$ cat config.mk
export PLATFORM = sky130hd
export DESIGN_NAME = cas_ctrl
export DESIGN_NICKNAME = d
export VERILOG_FILES = /design/src/hw/rtl/cas_pkg.sv /design/src/hw/rtl/cas_ctrl.sv
export SDC_FILE = /design/constraint.sdc
export NUM_CORES = 1
export LEC_CHECK = 0
export BUFFER_PORTS_ARGS = -buffer_cell sky130_fd_sc_hd__buf_2
export CORE_MARGIN = 1
export CORE_UTILIZATION = 46
export DETAILED_ROUTE_END_ITERATION = 10
export GPL_ROUTABILITY_DRIVEN = 0
export PLACE_DENSITY = 0.71
export SKIP_LAST_GASP = 1
export SLEW_MARGIN = 5
export SYNTH_ARGS = -nofsm -noshare
export SYNTH_HDL_FRONTEND = slang
export SYNTH_SLANG_ARGS = --single-unit
$ cat constraint.sdc
create_clock -name clk_i -period 1.3 [get_ports clk_i]
set_input_delay 0.26 -clock clk_i [delete_from_list [all_inputs] [get_ports clk_i]]
set_output_delay 0.26 -clock clk_i [all_outputs]
set_load 0.02 [all_outputs]
$ cat src/hw/rtl/cas_pkg.sv
// Shared types and constants of the centroid scaling block.
// Used by the controller, the datapath, the top level and the checker.
// No dependencies.
package cas_pkg;

  // Field geometry of the Q16.16 coordinates
  localparam int unsigned CoordW   = 32;
  localparam int unsigned NumAxes  = 3;
  localparam int unsigned WordW    = (NumAxes + 1) * CoordW;  // x, y, z and weight
  localparam int unsigned CfgIdxW  = 3;
  localparam int unsigned CfgDataW = 32;

  localparam logic signed [CoordW-1:0] OneQ16 = 32'sh0001_0000;

  // Input beat: one vertex
  typedef struct packed {
    logic signed [CoordW-1:0] coord_x;
    logic signed [CoordW-1:0] coord_y;
    logic signed [CoordW-1:0] coord_z;
    logic signed [CoordW-1:0] weight;
    logic                     last_vertex;
  } in_beat_t;

  // Output beat: one displacement
  typedef struct packed {
    logic signed [CoordW-1:0] disp_x;
    logic signed [CoordW-1:0] disp_y;
    logic signed [CoordW-1:0] disp_z;
    logic                     last_disp;
  } out_beat_t;

  // Configuration register indexes
  typedef enum logic [CfgIdxW-1:0] {
    CFG_SCALE_X   = 3'd0,
    CFG_SCALE_Y   = 3'd1,
    CFG_SCALE_Z   = 3'd2,
    CFG_FILTER_EN = 3'd3
  } cfg_reg_e;

  // Datapath micro-operations issued by the controller
  typedef enum logic [3:0] {
    OP_NONE,
    OP_LOAD,
    OP_DIV_START,
    OP_DIV_STEP,
    OP_DIV_END,
    OP_READ,
    OP_DIFF,
    OP_MUL1,
    OP_ROUND1,
    OP_ADDC,
    OP_MAGT,
    OP_MULLO,
    OP_MULHI,
    OP_COMB,
    OP_FINAL
  } dp_op_e;

  typedef struct packed {
    dp_op_e op;
  } dp_cmd_t;

  typedef struct packed {
    logic last_k;   // current vertex is the final one of the set
  } dp_sts_t;

endpackage

$ cat src/hw/rtl/cas_ctrl.sv
// Controller of the centroid scaling block: sequences load, division and
// the per-vertex emission steps. Depends on cas_pkg.
module cas_ctrl #(
  parameter int unsigned SumW = 38
) (
  input  logic              clk_i,
  input  logic              rst_ni,
  input  logic              in_valid_i,
  input  logic              in_last_i,
  output logic              in_stall_o,
  output logic              out_valid_o,
  input  logic              out_stall_i,
  input  cas_pkg::dp_sts_t  sts_i,
  output cas_pkg::dp_cmd_t  cmd_o
);

  localparam int unsigned StepW = $clog2(SumW);

  typedef enum logic [3:0] {
    ST_LOAD,
    ST_DSTART,
    ST_DIV,
    ST_DEND,
    ST_READ,
    ST_DIFF,
    ST_MUL1,
    ST_ROUND1,
    ST_ADDC,
    ST_MAGT,
    ST_MULLO,
    ST_MULHI,
    ST_COMB,
    ST_FINAL
  } state_e;

  state_e           state_q;
  logic [StepW-1:0] step_q;
  logic             out_valid_q;
  logic             in_acc;
  logic             out_free;
  cas_pkg::dp_op_e  op;

  assign in_stall_o  = (state_q != ST_LOAD);
  assign in_acc      = in_valid_i && !in_stall_o;
  assign out_free    = !out_valid_q || !out_stall_i;
  assign out_valid_o = out_valid_q;
  assign cmd_o.op    = op;

  // Decode the datapath operation of the current state
  always_comb begin
    unique case (state_q)
      ST_LOAD:   op = in_acc ? cas_pkg::OP_LOAD : cas_pkg::OP_NONE;
      ST_DSTART: op = cas_pkg::OP_DIV_START;
      ST_DIV:    op = cas_pkg::OP_DIV_STEP;
      ST_DEND:   op = cas_pkg::OP_DIV_END;
      ST_READ:   op = cas_pkg::OP_READ;
      ST_DIFF:   op = cas_pkg::OP_DIFF;
      ST_MUL1:   op = cas_pkg::OP_MUL1;
      ST_ROUND1: op = cas_pkg::OP_ROUND1;
      ST_ADDC:   op = cas_pkg::OP_ADDC;
      ST_MAGT:   op = cas_pkg::OP_MAGT;
      ST_MULLO:  op = cas_pkg::OP_MULLO;
      ST_MULHI:  op = cas_pkg::OP_MULHI;
      ST_COMB:   op = cas_pkg::OP_COMB;
      ST_FINAL:  op = out_free ? cas_pkg::OP_FINAL : cas_pkg::OP_NONE;
      default:   op = cas_pkg::OP_NONE;
    endcase
  end

  // Advance state, count division steps, track the output register
  always_ff @(posedge clk_i or negedge rst_ni) begin
    if (!rst_ni) begin
      state_q     <= ST_LOAD;
      step_q      <= '0;
      out_valid_q <= 1'b0;
    end else begin
      if (op == cas_pkg::OP_FINAL) begin
        out_valid_q <= 1'b1;
      end else if (!out_stall_i) begin
        out_valid_q <= 1'b0;
      end

      unique case (state_q)
        ST_LOAD: begin
          if (in_acc && in_last_i) state_q <= ST_DSTART;
        end
        ST_DSTART: begin
          step_q  <= '0;
          state_q <= ST_DIV;
        end
        ST_DIV: begin
          step_q <= step_q + StepW'(1);
          if (step_q == StepW'(SumW - 1)) state_q <= ST_DEND;
        end
        ST_DEND:   state_q <= ST_READ;
        ST_READ:   state_q <= ST_DIFF;
        ST_DIFF:   state_q <= ST_MUL1;
        ST_MUL1:   state_q <= ST_ROUND1;
        ST_ROUND1: state_q <= ST_ADDC;
        ST_ADDC:   state_q <= ST_MAGT;
        ST_MAGT:   state_q <= ST_MULLO;
        ST_MULLO:  state_q <= ST_MULHI;
        ST_MULHI:  state_q <= ST_COMB;
        ST_COMB:   state_q <= ST_FINAL;
        ST_FINAL: begin
          if (out_free) state_q <= sts_i.last_k ? ST_LOAD : ST_READ;
        end
        default:   state_q <= ST_LOAD;
      endcase
    end
  end

endmodule

==> impl_metrics.toml <==
[pwr]
power_density_nw_per_um2 = 2600
power_mw = 2.59
p_leak_nw = 0.443
ir_worst_vdd_v = 0.00186

[timing]
slew_headroom = 0.757
fmax_mhz = 598
hold_violations = 0
rsz0062_at_grt = "true"
fin_crit_sh = 1.29
setup_ws_ns = -0.372
setup_viol = 13
slew_violations = 0
skew_ns = 0.00909
tightest_slew_ns = 0.356
period_needed_ns = 1.67

[global_route]
grt_antenna_before_repair = 0
grt_pass1_wl_mm = 2.71
grt_max_degree = 12
overflow = 0
grt_pass1_vias = 625
track_usage = 0.274

[yosys]
synth-main-ff-cell = "dfrtp_1"
synth-xor-area-share = 0.0405
synth_fa_ha_area_frac = 0.0386
synth_cell_type_count = 29
ys_seq_elements = 11
synthTopCellsByArea = "dfrtp_1 (42%), o21ai_1 (6.2%), nand2_1 (4.1%)"
synth_top_area_share = 0.425
synth_compound_area_frac = 0.249
synth_mux_area_frac = 0
yosys.area_share.simple = 0.210
syn_inst = 73
synthArstFlopShare = 1.00
syn_nets = 81
synth_top_family_by_area = "compound AO/OA/AOI/OAI gates"
synth_enable_flop_cells = 0
yosysWarnings = 0
syn-cell-area_um2 = 648
synth_area_leader_cell = "dfrtp_1"
ys_seq_area_frac = 0.425
avgSynthCellArea_um2 = 8.88

[placed_design]
preCtsSetupSlack_ns = -0.192
io_buffers = 11
dp_hpwl_mm = 1.16

[setup_path]
worst-setup-path-type = "flip-flop to output pin"
crit_path_end_kind = "output pin"
start_kind = "flip-flop"
reg2reg_slack_ns = -0.24
r2r_cells = 5
worst_ep_arrival_time_ns = 1.41
reg2reg_to = "step_q[3]$_DFFE_PN0P_"
r2r_start = "state_q[1]$_DFFE_PN0P_"
cp_max_fo = 7
critPathRequiredTime_ns = 1.04

[min_path]
min-delay-start = "out_stall_i"
min_to = "out_valid_o$_DFFE_PN0P_"
hp-class = "input pin to flip-flop"
holdPathStages = 3

[clocking]
clock_path_buffers = 2
cts_tree = "done"
clock_latency_ns = 0.28
clock-root-buffer = "clkbuf_4"
cts.sinks = 11
htreeDepth = 1
cts_buffers = 3
clk_pin_slew_ns = 0.08

[die]
die_x_um = 39.5
die_area_um2 = 1560
io_pins = 12
rows = 13
core_um2 = 1300
start_util = 0.498
die_h_um = 39.5

[status]
status = "complete, but fails checks"
violations = "negative setup slack"

[detailed_routing]
drtIter0Drc = 10
antenna_left = 0
routed_via_density = 5.90
drc = 0
via_count = 679
wl_mm = 1.84
dr.pass1.iters = 4
avgRoutedWirePerCell_um = 16.0

[final_layout]
layout_common_cells = "buf_4 (12), buf_6 (8), buf_2 (7)"
drive_gt1_frac = 0.510
n_antenna_cell = 0
area_growth_pct = 53.3
fillers = 92
multi_input_area_um2 = 438
seqCellArea_um2 = 282
mostFrequentLayoutCell = "buf_4"
utilization = 0.763
nets = 109

[job]
maxCapViolCount = 0
-- worst max-delay path, stage by stage, from the launching register on --
cell and delay, ns:
dfrtp_2 0.46, xor2_1 0.17, and2_1 0.15, or2_1 0.22
buf_6 0.13
-- cell type report --
cell class                 count  share of cell area
multi-input combinational     56               0.441
clock buffer                   4              0.0264
timing repair buffer          28               0.227
inverter                       1             0.00378
tap                           15              0.0189
sequential                    11               0.283
-- registers in the layout, indices dropped and copies added, names as in the netlist --
register	flops
state_q	4
out_valid_o	1
step_q	6
-- power by group --
| part | leakage (nW) | total, mW | switching (mW) | internal (mW) |
|---|---|---|---|---|
| Clock | 0.0150 | 0.241 | 0.122 | 0.119 |
| Sequential | 0.138 | 0.615 | 0.152 | 0.463 |
| Combinational | 0.290 | 1.73 | 0.874 | 0.857 |
-- per-stage QoR --
step           hold slack (ns)  TNS [ns]  cells  area (µm²)
2_1_floorplan          -0.0356    -0.359     73         706
3_3_place_gp             0.145     -1.57    107         828
3_5_place_dp             0.144     -1.79    107         828
4_1_cts                  0.315     -2.56    114         963
5_1_grt                  0.325     -3.56    115         993
6_report                 0.322     -2.90    115         993
-- cell usage after synthesis, types with 2 or more instances --
master    count
a21oi_1       4
nand2b_1      2
nor2_1        4
ha_1          2
nand3_1       5
or2_1         2
a31oi_1       2
o21ai_1       8
o31ai_1       3
xor2_1        3
nand2_1       7
dfrtp_1      11
clkbuf_1      4
-- per-layer routing --
metal / wire, µm / global-route usage / share of wire
met3: 94 / 0.0909 / 0.051
met4: 41 / 0.103 / 0.022
met2: 1010 / 0.480 / 0.55
met1: 701 / 0.300 / 0.38
met5: 0 / 0 / 0
-- cells by family after synthesis --
kind of cell    Yosys count
simple gates             26
compound gates           25
flops                    11
buf+inv                   6
xor+xnor                  3
fa+ha+maj                 2
-- worst max-delay path by stage --
| stage | startpoint | to | cells after the start |
|---|---|---|---|
| 2_1_floorplan | state_q[2]$_DFFE_PN0P_ | state_q[0]$_DFFE_PN0P_ | 4 |
| 3_3_place_gp | state_q[0]$_DFFE_PN0P_ | cmd_o[2] | 4 |
| 3_5_place_dp | state_q[2]$_DFFE_PN0P_ | step_q[3]$_DFFE_PN0P_ | 2 |
| 4_1_cts | state_q[2]$_DFFE_PN0P_ | cmd_o[1] | 5 |
| 5_1_grt | state_q[0]$_DFFE_PN0P_ | cmd_o[2] | 4 |
| 6_report | state_q[0]$_DFFE_PN0P_ | cmd_o[1] | 4 |
-- what timing repair did --
action                                  in CTS  in global routing
setup buffers                                2                  1
gates resized for setup                     23                  6
hold buffers                                 1                  0
pin swaps                                    6                  3
endpoints found under the hold margin       11                  0
endpoints found under the setup margin      13                 14
Power figures use the tool's default switching activity.
